[src/sv/bbd_pkg.sv]
// ----------------------------------------------------------------------------
// bbd_pkg
// shared types, constants and the small mean helper of the bilinear
// bayer demosaic core
// ----------------------------------------------------------------------------
package bbd_pkg;

    localparam int MAX_WIDTH_DEF = 1024;
    localparam int MAX_HEIGHT    = 4096;

    localparam int CFG_IDX_W  = 1;
    localparam int CFG_DATA_W = 13;
    localparam int WIDTH_W    = 11;
    localparam int HEIGHT_W   = 13;
    localparam int ROW_W      = 12;

    localparam logic [CFG_IDX_W-1:0] CFG_IMAGE_WIDTH  = 1'b0;
    localparam logic [CFG_IDX_W-1:0] CFG_IMAGE_HEIGHT = 1'b1;

    localparam logic [WIDTH_W-1:0]  WIDTH_RESET  = 11'd256;
    localparam logic [HEIGHT_W-1:0] HEIGHT_RESET = 13'd256;

    // floor(x/3) = (x * 683) >> 11 for x below 2048
    localparam logic [10:0] DIV3_MUL   = 11'd683;
    localparam int          DIV3_SHIFT = 11;

    typedef logic [2:0][2:0][7:0] t_win;

    typedef struct packed {
        logic has_l;
        logic has_r;
        logic has_u;
        logic has_d;
        logic row_odd;
        logic col_odd;
    } t_edge;

    typedef struct packed {
        logic [7:0] red;
        logic [7:0] green;
        logic [7:0] blue;
    } t_rgb;

    function automatic logic [7:0] mean_of(input logic [9:0] sum, input logic [2:0] cnt);
        logic [20:0] prod;
        logic [7:0]  res;
        prod = 21'(sum) * 21'(DIV3_MUL);
        case (cnt)
            3'd1: res = sum[7:0];
            3'd2: res = sum[8:1];
            3'd3: res = prod[DIV3_SHIFT+7:DIV3_SHIFT];
            3'd4: res = sum[9:2];
            default: res = 8'd0;
        endcase
        return res;
    endfunction

endpackage

[src/sv/bbd_interp.sv]
// ----------------------------------------------------------------------------
// bbd_interp
// bilinear color interpolation of the 3x3 window centre, border aware
// ----------------------------------------------------------------------------
module bbd_interp (
    input  bbd_pkg::t_win  i_win,
    input  bbd_pkg::t_edge i_edge,
    output bbd_pkg::t_rgb  o_rgb
);

    logic       site_red;
    logic       site_blue;
    logic [9:0] sum_plus;
    logic [2:0] cnt_plus;
    logic [9:0] sum_diag;
    logic [2:0] cnt_diag;
    logic [9:0] sum_lr;
    logic [2:0] cnt_lr;
    logic [9:0] sum_ud;
    logic [2:0] cnt_ud;
    logic [7:0] m_plus;
    logic [7:0] m_diag;
    logic [7:0] m_lr;
    logic [7:0] m_ud;
    logic       ul;
    logic       ur;
    logic       dl;
    logic       dr;

    assign site_red  = i_edge.row_odd && !i_edge.col_odd;
    assign site_blue = !i_edge.row_odd && i_edge.col_odd;

    assign ul = i_edge.has_u && i_edge.has_l;
    assign ur = i_edge.has_u && i_edge.has_r;
    assign dl = i_edge.has_d && i_edge.has_l;
    assign dr = i_edge.has_d && i_edge.has_r;

    always_comb begin
        sum_lr = (i_edge.has_l ? 10'(i_win[1][0]) : 10'd0)
               + (i_edge.has_r ? 10'(i_win[1][2]) : 10'd0);
        cnt_lr = 3'(i_edge.has_l) + 3'(i_edge.has_r);
        sum_ud = (i_edge.has_u ? 10'(i_win[0][1]) : 10'd0)
               + (i_edge.has_d ? 10'(i_win[2][1]) : 10'd0);
        cnt_ud = 3'(i_edge.has_u) + 3'(i_edge.has_d);
        sum_plus = sum_lr + sum_ud;
        cnt_plus = cnt_lr + cnt_ud;
        sum_diag = (ul ? 10'(i_win[0][0]) : 10'd0) + (ur ? 10'(i_win[0][2]) : 10'd0)
                 + (dl ? 10'(i_win[2][0]) : 10'd0) + (dr ? 10'(i_win[2][2]) : 10'd0);
        cnt_diag = 3'(ul) + 3'(ur) + 3'(dl) + 3'(dr);
    end

    assign m_plus = bbd_pkg::mean_of(sum_plus, cnt_plus);
    assign m_diag = bbd_pkg::mean_of(sum_diag, cnt_diag);
    assign m_lr   = bbd_pkg::mean_of(sum_lr, cnt_lr);
    assign m_ud   = bbd_pkg::mean_of(sum_ud, cnt_ud);

    always_comb begin
        if (site_red) begin
            o_rgb.red   = i_win[1][1];
            o_rgb.green = m_plus;
            o_rgb.blue  = m_diag;
        end else if (site_blue) begin
            o_rgb.red   = m_diag;
            o_rgb.green = m_plus;
            o_rgb.blue  = i_win[1][1];
        end else if (i_edge.row_odd) begin
            o_rgb.red   = m_lr;
            o_rgb.green = i_win[1][1];
            o_rgb.blue  = m_ud;
        end else begin
            o_rgb.red   = m_ud;
            o_rgb.green = i_win[1][1];
            o_rgb.blue  = m_lr;
        end
    end

endmodule

[config.mk]
export PLATFORM = sky130hd
export DESIGN_NAME = bbd_interp
export DESIGN_NICKNAME = d
export VERILOG_FILES = /design/src/sv/bbd_pkg.sv /design/src/sv/bbd_interp.sv
export SDC_FILE = /design/constraint.sdc
export NUM_CORES = 1
export LEC_CHECK = 0
export ABC_AREA = 1
export BUFFER_PORTS_ARGS = -buffer_cell sky130_fd_sc_hd__buf_2
export CAP_MARGIN = 25
export CORE_MARGIN = 3
export CORE_UTILIZATION = 60
export DETAILED_ROUTE_END_ITERATION = 8
export PLACE_DENSITY = 0.84
export SLEW_MARGIN = 0
export SYNTH_ARGS = -nofsm -noshare
export SYNTH_HDL_FRONTEND = slang
export SYNTH_SLANG_ARGS = --single-unit
[constraint.sdc]
create_clock -name vclk -period 34.4
set_input_delay 10.32 -clock vclk [all_inputs]
set_output_delay 10.32 -clock vclk [all_outputs]
set_load 0.1 [all_outputs]
==> results of run 1 <==
[stage by stage]
step	instances	setup slack [ns]	hold slack [ns]	util, %	area [um^2]
final	1928	6.12	21.17	65.9	11400
after CTS	1928	6.13	21.17	65.9	11400
after floorplan	1610	6.66	21.10	-	10700
after global placement	1928	6.34	21.17	65.9	11400
after global routing	1928	5.47	21.18	65.9	11400
after detailed placement	1928	6.12	21.17	65.9	11400
[metal layers]
metal	part of all wire (%)	wire length, um	track usage, %
met1	42	12200	39.2
met2	47	13500	51.5
met3	7.6	2180	3.54
met4	3.1	898	7.98
met5	0.024	7	0
[layout by cell type (no fill, tap or decap), types with 13 or more instances in the layout]
| cell type | netlist | final |
|---|---|---|
| nand4_1 | 23 | 23 |
| buf_2 | 1 | 102 |
| nor2_1 | 88 | 88 |
| nand3_1 | 126 | 126 |
| inv_1 | 375 | 375 |
| nor3_1 | 14 | 14 |
| nand2_1 | 377 | 377 |
| ha_1 | 241 | 241 |
| a21oi_1 | 82 | 82 |
| xor2_1 | 13 | 13 |
| o21ai_0 | 45 | 45 |
| fa_1 | 101 | 101 |
[worst max-delay path, delay by kind of cell]
kind	cells	cell delay, ns
compound gates	4	0.61
fa+ha+maj	9	3.65
buf+inv	11	1.43
simple gates	19	1.98
[cells by family (layout without fill, tap and decap cells)]
kind of cell	Yosys count	in the layout
XOR/XNOR	23	23
adder cells (fa/ha/maj)	342	342
AO/OA/AOI/OAI	184	184
AND/OR/NAND/NOR	667	667
buffers and inverters	394	487
[area by class of cell]
class | instances | area [um^2] | area share, %
multi-input combinational | 1216 | 9180 | 80.3
inverter | 381 | 1430 | 12.5
timing repair buffer | 106 | 541 | 4.73
tap | 225 | 282 | 2.46
[final timing paths]
kind                  depth (start not counted)  slack [ns]       from         to
worst max-delay path                         43        6.12  i_edge[5]  o_rgb[22]
worst min-delay path                          4       21.17  i_win[38]  o_rgb[14]
==> metrics, run 1 <==
Max Cap Violations=0; sequential element share of the synthesized area=0%; fillers=1579; Hold-fix buffers, CTS=0; Syn Std Cell Area=10700 um^2; XOR/XNOR Fraction of Synth Area=1.96%; Syn Inst Count=1610; min-delay worst type=in -> out; main combinational cell family by area after synthesis=adder cells; seq_cells=0; initial antenna violation count=1; Die Span Y=139 um; post-synthesis mux area share=0%; Site Rows=48; # IOs=102; Post-CTS Resized=0; 1st-iter DRT viols=851; Critical-path top delay cell=fa_1; Fin. Hold Viols=0; diodes inserted=0; Setup violations, final=0; share of the synthesized area in the top cell type=28.3%; crit path DAT=17.96 ns; relative slew slack=36.5%; worst slew pin tran=0.949 ns; # DRC=0; most common cell in the netlist=nand2_1; Core ar.=17400 um^2; Routed WL=28.7 mm; RSZ-0062 raised after global routing=no; Initial Utilization=61.5%; fraction of layout cells with a size suffix above 1=8.04%; die area=19400 um^2; cell mode on critical path=nand2_1; synth warn=0; Slew Limit Fails=0; gpl congestion=0.984; Post-synth top cells=377 x nand2_1, 375 x inv_1, 241 x ha_1, 126 x nand3_1, 101 x fa_1; vias per cell=5.49; status=completed; Layout Nets=2125; worst endpoint required time=24.08 ns; area grow syn2layout=7.13%; GRT Residual Overflow=0; critical path class=in -> out; syn_area_per_cell=6.63 um^2; Fmax achieved=35.4 MHz; Post-CTS Setup Repair Bufs=0; DR WL/cell=14.9 um; gr usage total=29.7%; Final min period=28.28 ns; clkbuf count=0; CP Launch Type=input port; Area contributors post-synth=ha_1 28%, fa_1 19%, nand2_1 13%; Die W=139 um; Yosys cell types=49; port buffer count=102; DP HPWL=25.7 mm; CP peak stage delay=0.53 ns; largest net degree at the start of global routing=18; vias in the first global route=10500; CP endpoint kind=primary output; post-route ant nets=0; first-pass GRT wire length=48.9 mm; period utilization=82.2%; Max FO, Critical Path=13; Post-Synth Simple-Gate Area=26.9%; Register Area=0 um^2; Adder-Cell Fraction of Synth Area=47.2%; Synth Area in Compound Gates=9.96%; Vias=10600; Post-Route Setup TNS=0 ns; Pre-antenna DRT Iters=6; Post-Syn Nets=2030; Yosys top cell by area=ha_1
Power of run 1 is left out: the tool's default activity adds up to more than one toggle a clock period on the data nets, which glitch-free logic cannot reach.
==> inputs of run 2 (changes only) <==
Clock period 34.4 ns to 26.8 ns, I/O delays scaled along.
==> metrics, run 2 (synthesis results as in run 1) <==
status=completed (unchanged); clkbuf count=0 (unchanged); Inst Count DP=1929 (was 1928); Vias=10800 (was 10600); vias in the first global route=10800 (was 10500); metal2 WL=13.4 mm (was 13.5 mm); Routed WL=29.1 mm (was 28.7 mm); most frequent cells in the layout=377 x nand2_1, 375 x inv_1, 241 x ha_1, 126 x nand3_1, 102 x buf_2 (unchanged); die area=19400 um^2 (unchanged); Register Area=0 um^2 (unchanged); GRT Residual Overflow=0 (unchanged); Max Cap Violations=0 (unchanged); Post-CTS Resized=0 (unchanged); Post-CTS Setup Repair Bufs=0 (unchanged); DP HPWL=25.8 mm (was 25.7 mm); Worst Min Path Start=i_win[38] (unchanged); worst slew pin tran=0.984 ns (was 0.949 ns); Layout Nets=2126 (was 2125); relative slew slack=34.1% (was 36.5%); largest net degree at the start of global routing=18 (unchanged); Fmax achieved=42.1 MHz; cell mode on critical path=nand2_1 (unchanged); RSZ-0062 raised after global routing=no (unchanged); # IOs=102 (unchanged); post-route ant nets=0 (unchanged); fillers=1541 (was 1579); port buffer count=102 (unchanged); diodes inserted=0 (unchanged); Hold-fix buffers, CTS=0 (unchanged); Final min period=23.75 ns; DR WL/cell=15.1 um (was 14.9 um); first-pass GRT wire length=49.6 mm (was 48.9 mm); vias per cell=5.61 (was 5.49); WL met1=12.2 mm (about the same); worst hold slack=16.62 ns (was 21.17 ns); metal3 WL=2.36 mm (was 2.18 mm); CP endpoint kind=primary output (unchanged); Initial Utilization=61.5% (unchanged); CP peak stage delay=0.54 ns (was 0.53 ns); Critical-path top delay cell=fa_1 (unchanged); Worst Hold Path EP=o_rgb[14] (unchanged); gr usage total=30.1% (was 29.7%); crit path DAT=15.71 ns (was 17.96 ns); Site Rows=48 (unchanged); gpl congestion=0.942 (was 0.984); seq_cells=0 (unchanged); period utilization=88.6%; Core ar.=17400 um^2 (unchanged); # DRC=0 (unchanged); Slew Limit Fails=0 (unchanged); fraction of layout cells with a size suffix above 1=8.10% (was 8.04%); Die Span Y=139 um (unchanged); Fin. Hold Viols=0 (unchanged); initial antenna violation count=2 (was 1); critical path class=in -> out (unchanged); worst endpoint required time=18.76 ns (was 24.08 ns); 1st-iter DRT viols=847 (was 851); area grow syn2layout=7.20% (was 7.13%); Max FO, Critical Path=13 (unchanged); Top Layer Used=met5 (unchanged); Pre-antenna DRT Iters=5 (was 6); CP Launch Type=input port (unchanged); commonest non-fill, non-tap cell in the layout=nand2_1 (unchanged); Post-Route Setup TNS=0 ns (unchanged); hold path cells=4 (unchanged); Die W=139 um (unchanged); min-delay worst type=in -> out (unchanged); Setup violations, final=0 (unchanged); multi-input logic area=9180 um^2 (unchanged); Final Non-Filler Cells=1929 (was 1928)
==> run 2: cell types whose count changed in the layout (fill, tap and decap cells not counted) <==
cell   delta
buf_4     +1
==> run 2: how the worst max path moves through the flow <==
stage / from / end / slack (ns)
6_report: i_edge[5] / o_rgb[23] / 3.05
5_1_grt: i_edge[5] / o_rgb[22] / 2.61
4_1_cts: i_edge[5] / o_rgb[22] / 3.17
3_5_place_dp: i_edge[5] / o_rgb[22] / 3.19
3_3_place_gp: i_edge[5] / o_rgb[22] / 3.30
2_1_floorplan: i_edge[5] / o_rgb[23] / 3.62
==> run 2: stage by stage <==
stage	worst slack (ns)	utilization, %	instance area [um^2]
after floorplan	3.62	-	10700
after global placement	3.30	65.9	11400
after detailed placement	3.19	65.9	11400
after CTS	3.17	65.9	11400
after global routing	2.61	65.9	11400
final	3.05	65.9	11400
==> run 2: final cells by class <==
cell class / instances / area share [%]
Inverter: 381 / 12.5
Tap cell: 225 / 2.46
Timing Repair Buffer: 107 / 4.79
Multi-Input combinational cell: 1216 / 80.2
==> run 2: routing by layer <==
| layer | vias to the layer above | global-route usage, % |
|---|---|---|
| li1 | 5344 | - |
| met1 | 4938 | 39.2 |
| met2 | 462 | 51.6 |
| met3 | 77 | 4.30 |
| met4 | 4 | 9.84 |
| met5 | - | 0 |
==> run 2: critical path: cells and delay by family <==
family | cells | cell delay (ns)
AO/OA/AOI/OAI | 1 | 0.07
adder cells (fa/ha/maj) | 9 | 3.64
buffers and inverters | 11 | 1.43
AND/OR/NAND/NOR | 22 | 2.50
Power of run 2 is left out for the same reason.
==> inputs of run 3 (changes only) <==
Settings changed: CORE_UTILIZATION 60 to 41, PLACE_DENSITY 0.84 to default.
==> metrics, run 3 (synthesis results as in run 1) <==
Worst Path Buf+Inv=11 (unchanged); Die Span Y=167 um (was 139 um); RSZ-0062 raised after global routing=no (unchanged); Site Rows=58 (was 48); # IOs=102 (unchanged); Fin. Hold Viols=0 (unchanged); CP peak stage delay=0.54 ns (about the same); relative slew slack=37.2% (was 34.1%); CP delay by family, top=adder cells (unchanged); most frequent cells in the layout=377 x nand2_1, 375 x inv_1, 241 x ha_1, 126 x nand3_1, 102 x buf_2 (unchanged); Max Cap Violations=0 (unchanged); Hold-fix buffers, CTS=0 (unchanged); cell mode on critical path=nand2_1 (unchanged); Post-Route Setup TNS=0 ns (unchanged); fraction of layout cells with a size suffix above 1=8.10% (unchanged); initial antenna violation count=2 (unchanged); Setup violations, final=0 (unchanged); CP startpoint=i_edge[5] (unchanged); Vias=10300 (was 10800); Die W=167 um (was 139 um); first-pass GRT wire length=50.4 mm (was 49.6 mm); crit path DAT=15.65 ns (was 15.71 ns); Layout Nets=2126 (unchanged); CP Launch Type=input port (unchanged); Max FO, Critical Path=13 (unchanged); critical path class=in -> out (unchanged); Worst Setup EP=o_rgb[22] (was o_rgb[23]); Post-CTS Setup Repair Bufs=0 (unchanged); worst slew pin tran=0.935 ns (was 0.984 ns); Core Util, Final=45.6% (was 65.9%); period utilization=88.4% (was 88.6%); diodes inserted=0 (unchanged); status=completed (unchanged); Core ar.=25400 um^2 (was 17400 um^2); Critical-path top delay cell=fa_1 (unchanged); DP HPWL=27.1 mm (was 25.8 mm); Post-CTS Resized=0 (unchanged); Pre-antenna DRT Iters=5 (unchanged); 1st-iter DRT viols=630 (was 847); worst endpoint required time=18.76 ns (about the same); CP endpoint kind=primary output (unchanged); GRT Residual Overflow=0 (unchanged); Routed WL=30.2 mm (was 29.1 mm); die area=28000 um^2 (was 19400 um^2); largest net degree at the start of global routing=18 (unchanged); min-delay worst type=in -> out (unchanged); gr usage total=21.4% (was 30.1%); seq_cells=0 (unchanged); Initial Utilization=42.0% (was 61.5%); gpl congestion=0.938 (was 0.942); Final min period=23.69 ns (was 23.75 ns); post-route ant nets=0 (unchanged); vias in the first global route=10200 (was 10800); Worst Min Path Start=i_win[39] (was i_win[38]); stages on the worst setup path=43 (unchanged); Register Area=0 um^2 (unchanged); # DRC=0 (unchanged); area grow syn2layout=8.43% (was 7.20%); Fmax achieved=42.2 MHz (was 42.1 MHz); vias per cell=5.06 (was 5.61); Slew Limit Fails=0 (unchanged); port buffer count=102 (unchanged); commonest non-fill, non-tap cell in the layout=nand2_1 (unchanged); clkbuf count=0 (unchanged); DR WL/cell=14.8 um (was 15.1 um)
run 3: cell counts in the layout (fill, tap and decap cells not counted):
No cell type changed its count.
run 3: layer usage:
metal / global-route usage (%) / share of wire [%] / vias up
met5: 0 / 0.070 / -
met1: 30.2 / 47 / 4685
li1: - / - / 5326
met3: 2.01 / 4.8 / 36
met2: 36.4 / 46 / 249
met4: 3.45 / 2.0 / 4
run 3: layout make-up:
cell class         instances  area [um^2]
fillers                 2702        13800
multi-input cells       1216         9180
inverters                381         1430
repair buffers           107          548
well taps                330          413
run 3: how the worst min path moves through the flow:
stage,endpoint,cells past startpoint
6_report,o_rgb[15],4
5_1_grt,o_rgb[13],4
4_1_cts,o_rgb[15],4
3_5_place_dp,o_rgb[15],4
3_3_place_gp,o_rgb[14],4
2_1_floorplan,o_rgb[8],1
run 3: per-stage QoR:
step	cells	area, um^2	setup WS [ns]	hold WS, ns
finish	2034	11600	3.11	16.61
detailed placement	2033	11600	3.07	16.61
CTS	2033	11600	3.07	16.61
floorplan	1610	10700	3.62	16.54
global route	2034	11600	2.43	16.63
global placement	2033	11600	3.17	16.61
Power of run 3 is left out for the same reason.
